[src/hdl/cfd_pkg.sv]
// Shared types, constants and lookup functions for the framed-stream deframer.
// Used by every module of the block; depends on nothing.
package cfd_pkg;

    localparam int SYNC_LEN  = 7;
    localparam int HEAD_LEN  = 24;
    localparam int TAIL_LEN  = 8;
    localparam int MIN_FRAME = 32;

    localparam logic [15:0] MAX_FRAME  = 16'd1024;
    localparam logic [31:0] CRC_POLY   = 32'h82F6_3B78;
    localparam logic [31:0] CRC_INIT   = 32'hFFFF_FFFF;
    localparam logic [7:0]  SYNC_FIRST = 8'h4E;

    typedef enum logic [1:0] {
        PH_SEARCH  = 2'd0,
        PH_HEADER  = 2'd1,
        PH_PAYLOAD = 2'd2,
        PH_TAIL    = 2'd3
    } t_phase;

    typedef enum logic [1:0] {
        ST_OK      = 2'd0,
        ST_BAD_TAIL = 2'd1,
        ST_CRC_BAD = 2'd2,
        ST_BAD_LEN = 2'd3
    } t_status;

    typedef enum logic {
        KIND_PAYLOAD = 1'b0,
        KIND_STATUS  = 1'b1
    } t_out_kind;

    // Sync word 4E 41 56 49 41 49 FF, indexed by match progress.
    function automatic logic [7:0] sync_byte(input logic [2:0] idx);
        logic [7:0] v;
        unique case (idx)
            3'd0:    v = 8'h4E;
            3'd1:    v = 8'h41;
            3'd2:    v = 8'h56;
            3'd3:    v = 8'h49;
            3'd4:    v = 8'h41;
            3'd5:    v = 8'h49;
            3'd6:    v = 8'hFF;
            default: v = 8'h00;
        endcase
        return v;
    endfunction

    // Tail word 54 45 4C 45 4F 50 54 4E, indexed by tail position.
    function automatic logic [7:0] tail_byte(input logic [2:0] idx);
        logic [7:0] v;
        unique case (idx)
            3'd0: v = 8'h54;
            3'd1: v = 8'h45;
            3'd2: v = 8'h4C;
            3'd3: v = 8'h45;
            3'd4: v = 8'h4F;
            3'd5: v = 8'h50;
            3'd6: v = 8'h54;
            3'd7: v = 8'h4E;
            default: v = 8'h00;
        endcase
        return v;
    endfunction

endpackage

[src/hdl/cfd_crc_byte.sv]
// One byte step of the reflected CRC-32C update.
// Depends on cfd_pkg for the polynomial.
module cfd_crc_byte
    import cfd_pkg::*;
(
    input  logic [31:0] i_crc,
    input  logic [7:0]  i_data,
    output logic [31:0] o_crc
);

    always_comb begin
        logic [31:0] c;
        c = i_crc ^ {24'd0, i_data};
        for (int k = 0; k < 8; k++) begin
            c = c[0] ? ((c >> 1) ^ CRC_POLY) : (c >> 1);
        end
        o_crc = c;
    end

endmodule

[src/hdl/cfd_time_widen.sv]
// Widens the 32-bit sender time to 64 bits, nearest to the current time.
// Depends on cfd_pkg only through the common import.
module cfd_time_widen
    import cfd_pkg::*;
(
    input  logic [63:0] i_now,
    input  logic [31:0] i_low,
    output logic [63:0] o_wide
);

    logic [32:0] delta;
    logic [31:0] hi;
    logic        far_above;
    logic        far_below;
    logic [31:0] hi_sel;

    // Within one epoch the nearest candidate is decided by the signed low-half
    // difference alone; a candidate epoch that wraps past either end of the
    // 64-bit range is always farther, so it is never chosen.
    assign delta     = {1'b0, i_low} - {1'b0, i_now[31:0]};
    assign hi        = i_now[63:32];
    assign far_above = ~delta[32] & delta[31] & (|delta[30:0]);
    assign far_below = delta[32] & ~delta[31];

    always_comb begin
        if (far_above && (hi != 32'd0)) begin
            hi_sel = hi - 32'd1;
        end else if (far_below && (hi != 32'hFFFF_FFFF)) begin
            hi_sel = hi + 32'd1;
        end else begin
            hi_sel = hi;
        end
    end

    assign o_wide = {hi_sel, i_low};

endmodule

[src/hdl/crc_checked_frame_deframer.sv]
// A byte accepted into the input register is processed once the output register
// can take its result, and any result it yields is registered there for the output.
// Throughput: one byte per cycle while the result side does not stall, set by the
// byte-wide CRC step and the header capture logic between the input and result registers.
// Reset is synchronous and active low; it returns the block to sync search with
// an empty pipeline and clears the CRC failure count. No clearing pass is needed.
module crc_checked_frame_deframer
    import cfd_pkg::*;
(
    input  logic        i_clk,
    input  logic        i_rst_n,
    // Input channel
    input  logic        i_in_valid,
    output logic        o_in_stall,
    input  logic [7:0]  i_rx_byte,
    input  logic [63:0] i_now_time,
    // Result channel
    output logic        o_out_valid,
    input  logic        i_out_stall,
    output logic        o_out_kind,
    output logic [7:0]  o_payload_byte,
    output logic        o_frame_last,
    output logic [1:0]  o_frame_status,
    output logic [7:0]  o_packet_kind,
    output logic [15:0] o_packet_number,
    output logic [15:0] o_fragment_count,
    output logic [15:0] o_fragment_index,
    output logic [63:0] o_sender_time,
    output logic [31:0] o_crc_fail_total
);

    // One result item as it is held in the output register.
    typedef struct packed {
        t_out_kind   kind;
        logic [7:0]  payload_byte;
        logic        last;
        t_status     status;
        logic [7:0]  packet_kind;
        logic [15:0] packet_number;
        logic [15:0] fragment_count;
        logic [15:0] fragment_index;
        logic [63:0] sender_time;
        logic [31:0] crc_fail_total;
    } t_result;

    // Input register. Every transfer lands here first; it is processed once the
    // result register can take whatever it produces.
    logic        r_in_valid;
    logic [7:0]  r_rx;
    logic [63:0] r_now;

    // Frame state.
    t_phase      r_phase, n_phase;
    logic [2:0]  r_sync_prog, n_sync_prog;
    logic [15:0] r_pos, n_pos;
    logic [7:0]  r_hdr_kind, n_hdr_kind;
    logic [7:0]  r_len_lo, n_len_lo;
    logic [15:0] r_body_end, n_body_end;
    logic [15:0] r_hdr_number, n_hdr_number;
    logic [15:0] r_hdr_count, n_hdr_count;
    logic [15:0] r_hdr_index, n_hdr_index;
    logic [31:0] r_time_low, n_time_low;
    logic [31:0] r_hdr_crc, n_hdr_crc;
    logic [31:0] r_crc, n_crc;
    logic        r_tail_ok, n_tail_ok;
    logic [31:0] r_crc_fail, n_crc_fail;

    // Result register.
    logic        r_out_valid;
    t_result     r_out, n_out;
    logic        n_out_valid;

    logic        advance;
    logic        proc;
    logic        sync_match;
    logic        sync_hit;
    logic [15:0] len_full;
    logic        len_bad;
    logic [2:0]  tail_idx;
    logic        tail_match;
    logic        tail_last;
    logic [15:0] pos_inc;
    logic [31:0] crc_step;
    logic [63:0] wide_time;

    // The stored byte moves on when the result register is empty or is being
    // emptied in this cycle; this lets a new byte enter every cycle without a stall.
    assign advance    = !r_out_valid || !i_out_stall;
    assign proc       = r_in_valid && advance;
    assign o_in_stall = r_in_valid && !advance;

    always_ff @(posedge i_clk) begin
        if (!i_rst_n) begin
            r_in_valid <= 1'b0;
        end else if (i_in_valid && !o_in_stall) begin
            r_in_valid <= 1'b1;
        end else if (proc) begin
            r_in_valid <= 1'b0;
        end
    end

    always_ff @(posedge i_clk) begin
        if (i_in_valid && !o_in_stall) begin
            r_rx  <= i_rx_byte;
            r_now <= i_now_time;
        end
    end

    cfd_crc_byte u_crc (
        .i_crc  (r_crc),
        .i_data (r_rx),
        .o_crc  (crc_step)
    );

    cfd_time_widen u_widen (
        .i_now  (r_now),
        .i_low  (r_time_low),
        .o_wide (wide_time)
    );

    // Shared decode of the byte in the input register.
    assign sync_match = (r_rx == sync_byte(r_sync_prog));
    assign sync_hit   = sync_match && (r_sync_prog == 3'(SYNC_LEN - 1));
    // The second length byte completes the frame length together with the low byte.
    assign len_full   = {r_rx, r_len_lo};
    assign len_bad    = (len_full < 16'(MIN_FRAME)) || (len_full > MAX_FRAME);
    // The tail always starts at body_end, so the low bits give the tail index,
    // and the eighth tail byte is the last byte of the frame.
    assign tail_idx   = 3'(r_pos - r_body_end);
    assign tail_match = (r_rx == tail_byte(tail_idx));
    assign tail_last  = (tail_idx == 3'(TAIL_LEN - 1));
    assign pos_inc    = r_pos + 16'd1;

    // Next phase.
    always_comb begin
        n_phase = r_phase;
        if (proc) begin
            unique case (r_phase)
                PH_SEARCH: begin
                    if (sync_hit) begin
                        n_phase = PH_HEADER;
                    end
                end
                PH_HEADER: begin
                    if ((r_pos == 16'd9) && len_bad) begin
                        n_phase = PH_SEARCH;
                    end else if (r_pos == 16'(HEAD_LEN - 1)) begin
                        n_phase = (r_body_end == 16'(HEAD_LEN)) ? PH_TAIL : PH_PAYLOAD;
                    end
                end
                PH_PAYLOAD: begin
                    if (pos_inc == r_body_end) begin
                        n_phase = PH_TAIL;
                    end
                end
                PH_TAIL: begin
                    if (tail_last) begin
                        n_phase = PH_SEARCH;
                    end
                end
            endcase
        end
    end

    // Datapath updates and the result item.
    always_comb begin
        logic tail_ok_now;
        logic crc_bad;

        n_sync_prog  = r_sync_prog;
        n_pos        = r_pos;
        n_hdr_kind   = r_hdr_kind;
        n_len_lo     = r_len_lo;
        n_body_end   = r_body_end;
        n_hdr_number = r_hdr_number;
        n_hdr_count  = r_hdr_count;
        n_hdr_index  = r_hdr_index;
        n_time_low   = r_time_low;
        n_hdr_crc    = r_hdr_crc;
        n_crc        = r_crc;
        n_tail_ok    = r_tail_ok;
        n_crc_fail   = r_crc_fail;
        n_out_valid  = 1'b0;
        n_out        = '0;
        tail_ok_now  = r_tail_ok && tail_match;
        crc_bad      = ((r_crc ^ CRC_INIT) != r_hdr_crc);

        if (proc) begin
            unique case (r_phase)
                PH_SEARCH: begin
                    if (sync_hit) begin
                        // Full sync word seen: start a fresh frame.
                        n_sync_prog  = 3'd0;
                        n_pos        = 16'(SYNC_LEN);
                        n_hdr_kind   = 8'd0;
                        n_len_lo     = 8'd0;
                        n_body_end   = 16'd0;
                        n_hdr_number = 16'd0;
                        n_hdr_count  = 16'd0;
                        n_hdr_index  = 16'd0;
                        n_time_low   = 32'd0;
                        n_hdr_crc    = 32'd0;
                        n_crc        = CRC_INIT;
                        n_tail_ok    = 1'b1;
                    end else if (sync_match) begin
                        n_sync_prog = r_sync_prog + 3'd1;
                    end else begin
                        // The sync word has no self-overlap, so a mismatch only
                        // needs to check for a fresh first byte.
                        n_sync_prog = (r_rx == SYNC_FIRST) ? 3'd1 : 3'd0;
                    end
                end
                PH_HEADER: begin
                    n_pos = pos_inc;
                    unique case (r_pos[4:0])
                        5'd7:  n_hdr_kind = r_rx;
                        5'd8:  n_len_lo = r_rx;
                        5'd9:  n_body_end = len_full - 16'(TAIL_LEN);
                        5'd10: n_hdr_number[7:0] = r_rx;
                        5'd11: n_hdr_number[15:8] = r_rx;
                        5'd12: n_hdr_count[7:0] = r_rx;
                        5'd13: n_hdr_count[15:8] = r_rx;
                        5'd14: n_hdr_index[7:0] = r_rx;
                        5'd15: n_hdr_index[15:8] = r_rx;
                        5'd16, 5'd17, 5'd18, 5'd19:
                            n_time_low[8*r_pos[1:0] +: 8] = r_rx;
                        5'd20, 5'd21, 5'd22, 5'd23:
                            n_hdr_crc[8*r_pos[1:0] +: 8] = r_rx;
                        default: ;
                    endcase
                    if ((r_pos == 16'd9) && len_bad) begin
                        // A bad length ends the frame right away.
                        n_sync_prog              = 3'd0;
                        n_pos                    = 16'd0;
                        n_out_valid              = 1'b1;
                        n_out.kind               = KIND_STATUS;
                        n_out.last               = 1'b1;
                        n_out.status             = ST_BAD_LEN;
                        n_out.packet_kind        = r_hdr_kind;
                        n_out.crc_fail_total     = r_crc_fail;
                    end
                end
                PH_PAYLOAD: begin
                    n_crc              = crc_step;
                    n_pos              = pos_inc;
                    n_out_valid        = 1'b1;
                    n_out.kind         = KIND_PAYLOAD;
                    n_out.payload_byte = r_rx;
                end
                PH_TAIL: begin
                    n_pos     = pos_inc;
                    n_tail_ok = tail_ok_now;
                    if (tail_last) begin
                        n_sync_prog          = 3'd0;
                        n_pos                = 16'd0;
                        n_out_valid          = 1'b1;
                        n_out.kind           = KIND_STATUS;
                        n_out.last           = 1'b1;
                        n_out.packet_kind    = r_hdr_kind;
                        n_out.packet_number  = r_hdr_number;
                        n_out.fragment_count = r_hdr_count;
                        n_out.fragment_index = r_hdr_index;
                        n_out.sender_time    = wide_time;
                        // A bad tail wins over a CRC mismatch and is not counted.
                        if (!tail_ok_now) begin
                            n_out.status = ST_BAD_TAIL;
                        end else if (crc_bad) begin
                            n_crc_fail   = r_crc_fail + 32'd1;
                            n_out.status = ST_CRC_BAD;
                        end else begin
                            n_out.status = ST_OK;
                        end
                        n_out.crc_fail_total = n_crc_fail;
                    end
                end
            endcase
        end
    end

    always_ff @(posedge i_clk) begin
        if (!i_rst_n) begin
            r_phase      <= PH_SEARCH;
            r_sync_prog  <= 3'd0;
            r_pos        <= 16'd0;
            r_hdr_kind   <= 8'd0;
            r_len_lo     <= 8'd0;
            r_body_end   <= 16'd0;
            r_hdr_number <= 16'd0;
            r_hdr_count  <= 16'd0;
            r_hdr_index  <= 16'd0;
            r_time_low   <= 32'd0;
            r_hdr_crc    <= 32'd0;
            r_crc        <= CRC_INIT;
            r_tail_ok    <= 1'b1;
            r_crc_fail   <= 32'd0;
        end else begin
            r_phase      <= n_phase;
            r_sync_prog  <= n_sync_prog;
            r_pos        <= n_pos;
            r_hdr_kind   <= n_hdr_kind;
            r_len_lo     <= n_len_lo;
            r_body_end   <= n_body_end;
            r_hdr_number <= n_hdr_number;
            r_hdr_count  <= n_hdr_count;
            r_hdr_index  <= n_hdr_index;
            r_time_low   <= n_time_low;
            r_hdr_crc    <= n_hdr_crc;
            r_crc        <= n_crc;
            r_tail_ok    <= n_tail_ok;
            r_crc_fail   <= n_crc_fail;
        end
    end

    // The result register is refilled whenever a processed byte yields a result;
    // otherwise it empties once its transfer completes.
    always_ff @(posedge i_clk) begin
        if (!i_rst_n) begin
            r_out_valid <= 1'b0;
        end else if (n_out_valid) begin
            r_out_valid <= 1'b1;
        end else if (!i_out_stall) begin
            r_out_valid <= 1'b0;
        end
    end

    always_ff @(posedge i_clk) begin
        if (n_out_valid) begin
            r_out <= n_out;
        end
    end

    assign o_out_valid      = r_out_valid;
    assign o_out_kind       = r_out.kind;
    assign o_payload_byte   = r_out.payload_byte;
    assign o_frame_last     = r_out.last;
    assign o_frame_status   = r_out.status;
    assign o_packet_kind    = r_out.packet_kind;
    assign o_packet_number  = r_out.packet_number;
    assign o_fragment_count = r_out.fragment_count;
    assign o_fragment_index = r_out.fragment_index;
    assign o_sender_time    = r_out.sender_time;
    assign o_crc_fail_total = r_out.crc_fail_total;

    // The failure count only moves together with a freshly loaded CRC-mismatch
    // status that reports the new count.
    a_crc_count: assert property (@(posedge i_clk) disable iff (!i_rst_n)
        ($past(i_rst_n) && (r_crc_fail != $past(r_crc_fail))) |->
        (o_out_valid && (o_frame_status == ST_CRC_BAD) && (o_crc_fail_total == r_crc_fail)))
        else $error("CRC failure count changed without a CRC mismatch status");

    // Sync progress is only meaningful while searching.
    a_sync_idle: assert property (@(posedge i_clk) disable iff (!i_rst_n)
        (r_phase != PH_SEARCH) |-> (r_sync_prog == 3'd0))
        else $error("sync progress left nonzero outside of search");

    // While in the tail the position stays within the eight tail bytes.
    a_tail_span: assert property (@(posedge i_clk) disable iff (!i_rst_n)
        (r_phase == PH_TAIL) |-> ((r_pos - r_body_end) < 16'(TAIL_LEN)))
        else $error("tail position ran past the tail word");

endmodule

[config.mk]
export PLATFORM = sky130hd
export DESIGN_NAME = crc_checked_frame_deframer
export DESIGN_NICKNAME = d
export VERILOG_FILES = /design/src/hdl/cfd_pkg.sv /design/src/hdl/cfd_crc_byte.sv /design/src/hdl/cfd_time_widen.sv /design/src/hdl/crc_checked_frame_deframer.sv
export SDC_FILE = /design/constraint.sdc
export NUM_CORES = 1
export LEC_CHECK = 0
export BUFFER_PORTS_ARGS = -buffer_cell sky130_fd_sc_hd__buf_2
export CAP_MARGIN = 30
export CELL_PAD_IN_SITES_DETAIL_PLACEMENT = 0
export CELL_PAD_IN_SITES_GLOBAL_PLACEMENT = 1
export CORE_MARGIN = 10
export CORE_UTILIZATION = 48
export CTS_BUF_LIST = sky130_fd_sc_hd__clkbuf_4
export DETAILED_ROUTE_END_ITERATION = 10
export MAX_ROUTING_LAYER = met4
export PLACE_DENSITY_LB_ADDON = 0.05
export SYNTH_ARGS = -nofsm -noshare
export SYNTH_HDL_FRONTEND = slang
export SYNTH_SLANG_ARGS = --single-unit
export TNS_END_PERCENT = 10
[constraint.sdc]
create_clock -name i_clk -period 12.2 [get_ports i_clk]
set_clock_uncertainty 0.1 [all_clocks]
set_input_delay 2.44 -clock i_clk [delete_from_list [all_inputs] [get_ports i_clk]]
set_output_delay 2.44 -clock i_clk [all_outputs]
set_load 0.02 [all_outputs]
Word level (Yosys, flattened, before mapping)
Memories as Yosys holds them, arrays and structs flattened. Index checks and enable logic that the tools add are counted. W data, S select, Z words.

Register bits after elaboration: 468. Memory bits (read-only): 40. Input bits: 76. Output and inout port bits: 166. Logic and storage cells: 232. Memories kept: 1.

Memories: (name not given) (depth 8, bits a word 5, rd ports 1, clocked after Yosys merged registers in 0, write ports 0, RTL line cfd_pkg.sv:53) `unique case (idx)`.

Add/sub/neg operators: 9. $lt $le $gt $ge: 2. Equal/unequal tests: 53. Shifts and indexed selects: 2. Multiplexer cells: 74. Bitwise logic cells: 15. Reduce and logical (&&, ||, !) cells: 45.

Operators with widths (number): $mux W32 (17); $pmux W32 S2 (4); $mux W155 (1); $not A16 Y17 (8); $pmux W16 S2 (4); $mux W16 (5); $mux W8 (9); $add A32 B1 Y32 const B (2); $bwmux W32 (2); $pmux W16 S4 (1); $reduce_and A4 Y1 (12); $eq A5 B4 Y1 const B (8); $eq A5 B5 Y1 const B (8); $pmux W8 S5 (1); $neg A5 Y34 (1); $shift A8 B34 Y32 const A (1); $shiftx A8 B34 Y32 (1); $sub A32 B32 Y33 (1); $eq A16 B5 Y1 const B (2); $ne A32 B32 Y1 (1); $ne A32 B32 Y1 const B (1); $not A32 Y32 (1); $pmux W8 S2 (2); $reduce_bool A32 Y1 (1); 45 further kinds (106).

Depth between registers and ports, before layout
Depth in word-level cells: 18. Depth in mapped cells: 18. Gate-level depth less buffers: 17.

Hierarchy
Synthesis repeated with hierarchy kept, for this count alone.

Cells, all modules: 2350. Area total of the unflattened synthesis: 23887.9 µm².

By module, submodules not included: crc_checked_frame_deframer (instances 1, cells an instance 1718, area an instance 19302.3 µm², sequential area each 11701.2 µm²); cfd_time_widen (instances 1, cells an instance 554, area an instance 3623.5 µm², sequential area each 0.0 µm²); cfd_crc_byte (instances 1, cells an instance 78, area an instance 962.2 µm², sequential area each 0.0 µm²).

Worst setup path before layout
Ideal clock, no wire load.

Kind: input port to flip-flop. Start: in i_out_stall. End: reg r_out, in the netlist o_crc_fail_total[0], enable pin. Setup time: 0.741 ns. Arrival: 10.571 ns. Required time: 11.359 ns. Slack: 0.788 ns. Stages: 3. Path buffers: 0. Path through: nand2_1 nand2_1 a21oi_1.

Longest elaborated chain between the ends: 4.

RTL lines: from (decl) (RTL line crc_checked_frame_deframer.sv:19) `input logic i_out_stall,`; $logic_not A1 Y1; $logic_or A1 B1 Y1 (RTL line crc_checked_frame_deframer.sv:88) `assign advance = !r_out_valid || !i_out_stall;`; $logic_and A1 B1 Y1 (RTL line crc_checked_frame_deframer.sv:89) `assign proc = r_in_valid && advance;`; $mux W1 (RTL line crc_checked_frame_deframer.sv:188) `if (proc) begin`; named net n_out_valid (RTL line crc_checked_frame_deframer.sv:71) `logic n_out_valid;`; to (signal assigned) (RTL line crc_checked_frame_deframer.sv:328) `r_out <= n_out;`; to (decl) (RTL line crc_checked_frame_deframer.sv:70) `t_result r_out, n_out;`.

The timed path passes the listed nets, and every way through them passes these cells. A chain may end at the register's enable or synchronous reset.

Worst setup path after layout
Start: in i_out_stall. End: out o_in_stall.

Longest elaborated chain between the ends: 4.

RTL lines: $logic_not A1 Y1; $logic_or A1 B1 Y1 (RTL line crc_checked_frame_deframer.sv:88); $logic_not A1 Y1 (RTL line crc_checked_frame_deframer.sv:90) `assign o_in_stall = r_in_valid && !advance;`; $logic_and A1 B1 Y1 (RTL line crc_checked_frame_deframer.sv:90); to (decl) (RTL line crc_checked_frame_deframer.sv:14) `output logic o_in_stall,`.

Every way passes these cells.

==> results.sh <==
export IMPL_timing_critical_path_cells="buf_2 -> and3_1 -> buf_2"
export IMPL_htree_levels=4
export IMPL_grt_use_met3_pct=5.56
export IMPL_first_pass_iters=6
export IMPL_slew_violations=0
export IMPL_r2r_slack_ns=6.94
export IMPL_setup_viol=0
export IMPL_synth_top_area_cell="edfxtp_1"
export IMPL_min_path_type="reg2reg"
export IMPL_busiest_layer="met2"
export IMPL_status="finished, final reports clean"
export IMPL_syn_inst=2491
export IMPL_wl_per_cell_um=19.9
export IMPL_worstRegToRegCells=13
export IMPL_rsz0062_at_grt="no"
export IMPL_drv_cap=0
export IMPL_io_pins=242
export IMPL_drc_errors=0
export IMPL_cts_setup_buffers=0
export IMPL_arrival_ns=2.97
export IMPL_hold_violations=0
export IMPL_fin_setup_tns_ns=0
export IMPL_irDropWorstVdd_mv=0.0914
export IMPL_crit_end="o_in_stall"
export IMPL_area_delta_synth_final_pct=14.0
export IMPL_p_leak_nw=9.41
export IMPL_critPathLaunchType="input pin"
export IMPL_layout_min_cycle_time_ns=5.51
export IMPL_grt_pass1_wl_um=109000
export IMPL_ys_ff_latch=467
export IMPL_antenna_found_initial=2
export IMPL_crit_type="in2out"
export IMPL_grt_start_max_net_pins=165
export IMPL_grt_usage_pct=23.9
export IMPL_cts_tree="built"
export IMPL_cp_max_fo=3
export IMPL_critPathTopFamily="buffers and inverters"
export IMPL_cts_made_buffers=131
export IMPL_yosysTopAreaCellShare_pct=29.8
export IMPL_period_share_pct=45.2
export IMPL_insertion_delay_ns=0.97
export IMPL_place_area_sq_mm=0.0253
export IMPL_die_h_um=242
export IMPL_required_ns=9.66
export IMPL_max_freq_mhz=181
export IMPL_dr_first_iter_drc_count=1481
export IMPL_crit_start="i_out_stall"
export IMPL_rr_startpoint="r_now[19]"
export IMPL_syn_area_per_cell_sq_um=9.51
export IMPL_slowest_delay_ns=0.24
export IMPL_dr_total_vias=19700
export IMPL_clockBufferDepth=3
export IMPL_crit_buf_inv=2
export IMPL_layout_common_cells="nor2_1, buf_2, edfxtp_1"
export IMPL_synthFlopType="edfxtp_1"
export IMPL_timing_critical_path_slowest_stage_cell="and3_1"
export IMPL_drt_wl_total_um=69700
export IMPL_grt_use_met1_pct=31.9
export IMPL_synth_async_reset_ratio_pct=0
export IMPL_grt_util_met2_pct=35.5
export IMPL_powerDensity_mw_per_mm2=124
export IMPL_initial_core_util_pct=48.5
export IMPL_vias_per_cell=5.62
export IMPL_reg2reg_to="o_sender_time[33]"
export IMPL_rows=81
export IMPL_globalplace_congestion=0.904
export IMPL_critPathMostFrequentCell="buf_2"
export IMPL_clkTransAtPathRegs_ns=0.05
export IMPL_layout_commonest_cell="nor2_1"
export IMPL_cts_sinks=467
export IMPL_fin_nets=2872
export IMPL_yosysUniqueCellTypes=90
export IMPL_dieArea_sq_mm=0.0586
export IMPL_syn_num_nets=2623
export IMPL_drive_gt1_share_pct=18.3
export IMPL_cts_resized=0
export IMPL_core_area_sq_mm=0.0488
export IMPL_grt_pass1_vias=19300
export IMPL_synth_edf_count=235
export IMPL_portBuffers=241
export IMPL_worst_pin_slew_ns=1.04
export IMPL_cts_root_buf="clkbuf_4"
export IMPL_synth_yosys_seq_area_share_pct=49.4
export IMPL_yosysWarnings=0
export IMPL_overflow=0
export IMPL_end_kind="primary output"
export IMPL_ant_nets=0
export IMPL_holdBufCountCts=0
export IMPL_fin_area_sq_mm=0.0270
export IMPL_die_width_um=242
export IMPL_hpwl_um=47600
export IMPL_synth_top_cells_by_area="edfxtp_1, dfxtp_1, xnor2_1, nor2_1, a21oi_1"
export IMPL_cp_num_cells=3
export IMPL_slew_headroom_pct=30.6
export IMPL_synth_area_sq_mm=0.0237
[state kept, by name, indices dropped and copies added (netlist names), 32 cells and up, named ones only]
name and count:
o_sender_time 64, o_crc_fail_total 32, r_crc 32, r_hdr_crc 32
r_crc_fail 32, r_time_low 32, r_now 64
[where the power goes]
part	total (mW)	internal [mW]	switching, mW
Clock	1.42	0.737	0.678
Sequential	1.68	1.66	0.0175
Combinational	0.250	0.0998	0.151
Total	3.34	2.50	0.846
[per-layer routing]
metal	part of all wire (%)	wire, um
met5	0	0
met4	1.8	1280
met3	6.2	4340
met2	45	31600
met1	47	32500
[cell families (layout without fill, tap and decap cells)]
logic type                 after synthesis  count (layout)  share of synthesized area [%]
AOI/OAI and AO/OA                      534             534                           14.1
muxes                                   33              33                           1.41
adders and majority gates               56              56                           3.02
xor gates and xnor gates               207             207                           7.75
buffers and inverters                  218             563                           3.64
other                                    0               5                              0
DFF                                    467             467                           49.4
and+or+nand+nor                        976             976                           20.7
[area by class of cell]
class                   instances  area [sq um]
diodes                          5          12.5
clock buffers                 189          1420
clock inverters                40           216
fillers                      4574         21900
inverters                      70           268
multi-input cells            1806         11200
flip-flops and latches        467         11700
well taps                     664           831
repair buffers                264          1390
[cell usage after synthesis (12+ instances only)]
master	instances
edfxtp_1	235
inv_1	69
a22oi_1	80
dfxtp_1	232
a31oi_1	22
xnor2_1	149
and3_1	44
nor4_1	36
o21ai_0	104
clkbuf_1	118
nor2_1	266
a211oi_1	13
a21oi_1	178
nand4_1	16
o22ai_1	15
mux2i_1	31
a21o_1	16
and4_1	12
and2_1	105
nand3_1	94
or3_1	35
ha_1	54
buf_1	12
o21a_1	16
nand2b_1	25
nor3_1	77
nand2_1	207
xor2_1	56
[worst reg2reg max path, cell delays in order (launching register included)]
cell and delay [ns]:
edfxtp_1 0.32, inv_1 0.04, ha_1 0.46, and4_4 0.31
nor3b_1 0.69, a211oi_1 0.14, a221oi_1 0.26, o2111ai_1 0.15
nor4_1 0.51, nand4_1 0.33, nor4b_4 0.89, nor2_1 0.36
mux2_1 0.40, a21oi_1 0.14
[metrics by stage]
| step | util (%) | power (mW) | hold WS [ns] | std cells | setup slack, ns |
|---|---|---|---|---|---|
| floorplan | - | 1.89 | 0.348 | 2491 | 0.788 |
| global placement | 51.9 | 1.96 | 0.361 | 3271 | 6.58 |
| detailed placement | 51.9 | 1.96 | 0.363 | 3271 | 6.46 |
| CTS | 55.2 | 3.39 | 0.370 | 3500 | 6.68 |
| global route | 55.2 | 3.50 | 0.386 | 3502 | 6.62 |
| finish | 55.3 | 3.34 | 0.370 | 3505 | 6.69 |
[how the worst min path moves through the flow]
stage               cells after the start      startpoint  slack (ns)        endpoint
detailed placement                      2   r_hdr_crc[10]        0.36   r_hdr_crc[10]
global route                            2   r_hdr_crc[11]        0.39   r_hdr_crc[11]
finish                                  2   r_hdr_crc[10]        0.37   r_hdr_crc[10]
global placement                        2   r_hdr_crc[13]        0.36   r_hdr_crc[13]
floorplan                               2  r_time_low[10]        0.35  r_time_low[10]
CTS                                     2   r_hdr_crc[10]        0.37   r_hdr_crc[10]
Power figures use the tool's default switching activity.
